File: src/sv/tcw_pkg.sv
`timescale 1ns / 1ps
// tcw_pkg: shared types and constants of the text console writer
// depends on nothing; used by tcw_ctrl, tcw_dp, the top level and the checker

package tcw_pkg;

    // default screen geometry
    localparam int COLUMNS_DEF = 80;
    localparam int ROWS_DEF    = 25;

    // field widths
    localparam int OP_W    = 3;
    localparam int CHAR_W  = 8;
    localparam int COL_W   = 7;
    localparam int ROW_W   = 5;
    localparam int COLOR_W = 4;
    localparam int POS_W   = 11;
    localparam int CELL_W  = 16;
    localparam int IN_W    = 32;
    localparam int OUT_W   = 40;

    // opcodes
    localparam logic [OP_W-1:0] OP_PUT_CHAR   = 3'd0;
    localparam logic [OP_W-1:0] OP_NEWLINE    = 3'd1;
    localparam logic [OP_W-1:0] OP_SET_CURSOR = 3'd2;
    localparam logic [OP_W-1:0] OP_CLEAR      = 3'd3;
    localparam logic [OP_W-1:0] OP_READ_CELL  = 3'd4;

    // configuration register indexes
    localparam logic CFG_FOREGROUND = 1'b0;
    localparam logic CFG_BACKGROUND = 1'b1;

    localparam logic [COLOR_W-1:0] FG_RESET = 4'd7;
    localparam logic [COLOR_W-1:0] BG_RESET = 4'd0;

    localparam logic [CHAR_W-1:0] LINE_FEED  = 8'h0A;
    localparam logic [CHAR_W-1:0] BLANK_CHAR = 8'h20;

    typedef enum logic [2:0] {
        ST_IDLE,
        ST_EXEC,
        ST_READ,
        ST_MOVE,
        ST_FILL,
        ST_CLEAR,
        ST_DONE
    } t_state;

    // controller to datapath
    typedef struct packed {
        logic latch;
        logic exec;
        logic move;
        logic fill;
        logic clear;
        logic load;
    } t_cmd;

    // datapath to controller
    typedef struct packed {
        logic need_scroll;
        logic is_clear;
        logic is_read;
        logic move_last;
        logic scan_last;
    } t_status;

endpackage

File: src/sv/tcw_ctrl.sv
`timescale 1ns / 1ps
// tcw_ctrl: sequencer of the text console writer
// depends on tcw_pkg; drives tcw_dp through t_cmd, watches t_status

module tcw_ctrl (
    input  logic             i_clk,
    input  logic             i_rst_n,
    input  logic             i_s_tvalid,
    output logic             o_s_tready,
    output logic             o_m_tvalid,
    input  logic             i_m_tready,
    input  tcw_pkg::t_status i_status,
    output tcw_pkg::t_cmd    o_cmd
);

    tcw_pkg::t_state r_state, n_state;
    logic r_out_valid;
    logic w_out_free;

    assign w_out_free = !r_out_valid || i_m_tready;

    always_comb begin
        n_state = r_state;
        case (r_state)
            tcw_pkg::ST_IDLE: begin
                if (i_s_tvalid) n_state = tcw_pkg::ST_EXEC;
            end
            tcw_pkg::ST_EXEC: begin
                if (i_status.need_scroll)   n_state = tcw_pkg::ST_MOVE;
                else if (i_status.is_clear) n_state = tcw_pkg::ST_CLEAR;
                else if (i_status.is_read)  n_state = tcw_pkg::ST_READ;
                else if (w_out_free)        n_state = tcw_pkg::ST_IDLE;
                else                        n_state = tcw_pkg::ST_DONE;
            end
            tcw_pkg::ST_READ: begin
                n_state = w_out_free ? tcw_pkg::ST_IDLE : tcw_pkg::ST_DONE;
            end
            tcw_pkg::ST_MOVE: begin
                if (i_status.move_last) n_state = tcw_pkg::ST_FILL;
            end
            tcw_pkg::ST_FILL: begin
                if (i_status.scan_last) n_state = tcw_pkg::ST_DONE;
            end
            tcw_pkg::ST_CLEAR: begin
                if (i_status.scan_last) n_state = tcw_pkg::ST_DONE;
            end
            tcw_pkg::ST_DONE: begin
                if (w_out_free) n_state = tcw_pkg::ST_IDLE;
            end
            default: n_state = tcw_pkg::ST_IDLE;
        endcase
    end

    always_comb begin
        o_cmd      = '0;
        o_s_tready = 1'b0;
        case (r_state)
            tcw_pkg::ST_IDLE: begin
                o_s_tready  = 1'b1;
                o_cmd.latch = i_s_tvalid;
            end
            tcw_pkg::ST_EXEC: begin
                o_cmd.exec = 1'b1;
                o_cmd.load = !i_status.need_scroll && !i_status.is_clear
                             && !i_status.is_read && w_out_free;
            end
            tcw_pkg::ST_READ:  o_cmd.load  = w_out_free;
            tcw_pkg::ST_MOVE:  o_cmd.move  = 1'b1;
            tcw_pkg::ST_FILL:  o_cmd.fill  = 1'b1;
            tcw_pkg::ST_CLEAR: o_cmd.clear = 1'b1;
            tcw_pkg::ST_DONE:  o_cmd.load  = w_out_free;
            default: o_cmd = '0;
        endcase
    end

    always_ff @(posedge i_clk) begin
        if (!i_rst_n) begin
            r_state     <= tcw_pkg::ST_IDLE;
            r_out_valid <= 1'b0;
        end else begin
            r_state <= n_state;
            if (o_cmd.load)      r_out_valid <= 1'b1;
            else if (i_m_tready) r_out_valid <= 1'b0;
        end
    end

    assign o_m_tvalid = r_out_valid;

endmodule

File: config.mk
export PLATFORM = sky130hd
export DESIGN_NAME = tcw_ctrl
export DESIGN_NICKNAME = d
export VERILOG_FILES = /design/src/sv/tcw_pkg.sv /design/src/sv/tcw_ctrl.sv
export SDC_FILE = /design/constraint.sdc
export NUM_CORES = 1
export LEC_CHECK = 0
export BUFFER_PORTS_ARGS = -buffer_cell sky130_fd_sc_hd__buf_2
export CORE_AREA = 2 2 39 41
export CTS_CLUSTER_DIAMETER = 50
export CTS_CLUSTER_SIZE = 20
export DETAILED_ROUTE_END_ITERATION = 8
export DIE_AREA = 0 0 41 43
export PLACE_DENSITY = 0.51
export REMOVE_ABC_BUFFERS = 1
export SLEW_MARGIN = 20
export SYNTH_ARGS = -nofsm -noshare
export SYNTH_HDL_FRONTEND = slang
export SYNTH_SLANG_ARGS = --single-unit
File: constraint.sdc
create_clock -name i_clk -period 2.8 [get_ports i_clk]
set_clock_uncertainty 0.05 [all_clocks]
set_input_delay 0.56 -clock i_clk [delete_from_list [all_inputs] [get_ports i_clk]]
set_output_delay 0.56 -clock i_clk [all_outputs]
set_load 0.05 [all_outputs]
==> impl_results.md <==
- DRC errors left: 0
- First-pass GRT wire length: 1200 um
- Clock Tree Buf Depth: 2
- Tot GR Track Use: 10.2%
- Fin. max-slew vios: 0
- Power Internal: 228 uW
- Crit share post-route: 82.0%
- Die height: 43 um
- # diodes: 0
- Post-synth EDFFs: 0
- FF+latch area: 80.1 um2
- Setup ws final: 505 ps
- Via count: 380
- Initial Util: 25.1%
- Combinational fraction of design power: 62.0%
- Minimum hold slack: 504 ps
- Main combinational cell family by area after synthesis: simple AND/OR/NAND/NOR gates
- Top cells by area, synth: dfxtp_1, nor2b_1, nor2_1
- Post-detailed-route wirelength per cell: 10.3 um
- Seq pwr share: 24.7%
- Max-slew headroom: 68.7%
- Worst path required time: 2190 ps
- Kind of critical path: flop to output port
- RePlAce Congestion: 0.632
- Async S/R FF share, synth: 0%
- Largest net degree at the start of global routing: 16
- TritonCTS Buffers: 3
- Hold Crit Start: o_m_tvalid
- Post-synthesis sequential area ratio: 23.0%
- Measured slew at the worst slew-check pin: 458 ps
- Reg2Reg Setup Slack: 1200 ps
- Multi-input logic area: 240 um2
- Worst ir drop on vdd: 0.000212 V
- Clock Latency Late Sink: 230 ps
- Number of synthesized register bits: 4
- GRT Residual Overflow: 0
- Worst r2r src: r_state[1]
- Status: finished clean
- Tot Pwr: 520 uW
- F_max: 0.436 GHz
- Synth Area per Inst: 7.56 um2
- Mapped Area: 348 um2
- Crit path DAT: 1690 ps
- Final Instance Area: 450 um2
- Main flop type after synthesis: dfxtp_1
- RSZ-0062 raised after global routing: no
- Core area: 1380 um2
- Switching Share: 56.2%
- Setup TNS: 0 ps
- TritonCTS clock tree: yes
- Post-synthesis mux area share: 2.88%
- Crit start category: flop
- Crit. End Element: output port
- Setup Fix Bufs, Post-CTS: 0
- Top-count cell post-synth: nor2_1
- Worst hold endpoint: o_m_tvalid
- Cell variety after synth: 28
- Area leader, netlist: dfxtp_1
- Post-CTS Resized: 0
- Pleak: 0.214 nW
- Top post-synthesis cells by count: nor2_1, dfxtp_1, nor2b_1
- Vias/cell: 4.87
- Endpoints failing hold: 0
- Fin crit period: 2300 ps
- # setup viols final: 0
- Post-Synthesis Cells: 46
- Area share of fa/ha/maj cells after synthesis: 0%
- Layout area overhead: 29.5%
- Clk pin slew, worst setup/hold paths: 40 ps
- Fillers: 147
- Non-filler cells, final: 78
- First drt pass iteration count: 2
- HP Class: flop to flop
- WHS Path Cells: 2
- Proportion of layout cells with a drive suffix above 1: 35.5%
- Die W: 41 um
- Worst-path fanout max: 11
- Nets: 73
- H-Tree Depth: 1
- Clk network pwr share: 13.3%
- Port Buffers: 16
- R2R Path End: r_state[1]
- DRT Wirelength: 804 um
- Clk sink count: 4
- Detail Route Antenna Nets: 0
- I/O pins: 17
- Synth Warn #: 0
- CTS Root Cell: clkbuf_4
- Initial antenna violation count: 0
- Hold Buf Count CTS: 0
- Cells after DPL: 75
- Row count: 14
- Post-Synth Simple-Gate Area: 33.5%
- Post-layout util: 32.5%
- Synth Area in Compound Gates: 32.7%
- Initial drt markers: 8
- Post-Synth XOR/XNOR Area: 0%
- Max cap viols: 0
- Place WS: 743 ps
- Vias in the first global route: 316
- Die area: 1760 um2
- P_sw: 292 uW
- R2R cell count: 4
- Pwr Density: 1150 nW/um2
- Top-area cell type share of the netlist area: 23.0%
- Placed standard-cell area: 428 um2
[power by group through the flow]
stage	clock network, mW	logic (mW)	registers (mW)
after floorplan	0	0.251	0.132
after global placement	0	0.325	0.130
after detailed placement	0	0.324	0.130
after CTS	0.0733	0.325	0.128
after global routing	0.0749	0.347	0.137
final	0.0691	0.322	0.128
[state kept, by name (all words and copies together), names as in the netlist]
name        cells
o_m_tvalid      1
r_state         3
[worst max-delay path by stage]
stage / startpoint / end / cells past startpoint
CTS: r_state[0] / o_cmd[0] / 5
detailed placement: r_state[0] / o_cmd[0] / 5
global route: r_state[0] / o_cmd[0] / 5
global placement: r_state[0] / o_cmd[0] / 5
floorplan: r_state[2] / o_cmd[5] / 2
finish: r_state[0] / o_cmd[0] / 5
[metal layers]
layer	wire (um)	part of all wire [%]	up-vias	track usage [%]
met1	342	43	172	11.5
li1	-	-	199	-
met3	69	8.6	0	3.14
met4	0	0	0	8.00
met5	0	0	-	0
met2	391	49	9	15.0
[cell usage in the layout (no fill, tap or decap)]
cell	Yosys	layout
a2111oi_0	1	1
a211o_1	1	1
a21boi_0	1	1
a21o_1	1	1
a21oi_1	1	1
a21oi_2	1	1
a311oi_2	1	1
a32oi_1	1	1
and2_1	1	1
and2b_1	1	1
buf_2	1	16
clkbuf_4	0	3
dfxtp_1	4	4
inv_1	2	2
mux2i_1	1	1
nand2_1	3	3
nand2b_1	2	2
nor2_1	6	6
nor2b_1	4	4
nor3_1	3	3
nor3_2	1	1
nor4_1	1	1
o21a_1	1	1
o21ai_0	2	2
o21bai_1	1	1
o311a_1	1	1
o311ai_0	1	1
[cells by family (layout without fill, tap and decap cells)]
| logic type | count (synthesis) | in the layout |
|---|---|---|
| compound gates | 14 | 14 |
| mux | 1 | 1 |
| simple gates | 22 | 22 |
| flops | 4 | 4 |
| buf+inv | 5 | 21 |
[layout make-up]
cell class / count / area share (%)
multi-input combinational: 37 / 53.3
sequential: 4 / 17.8
timing repair buffer: 16 / 17.8
clock buffer: 3 / 5.00
tap: 16 / 4.44
inverter: 2 / 1.67
[critical path: stages (launching register included)]
cell and delay [ps]:
dfxtp_1 520, inv_1 160, nor4_1 290, a21oi_1 120, nor2_1 100, buf_2 260
Power figures use the tool's default switching activity.
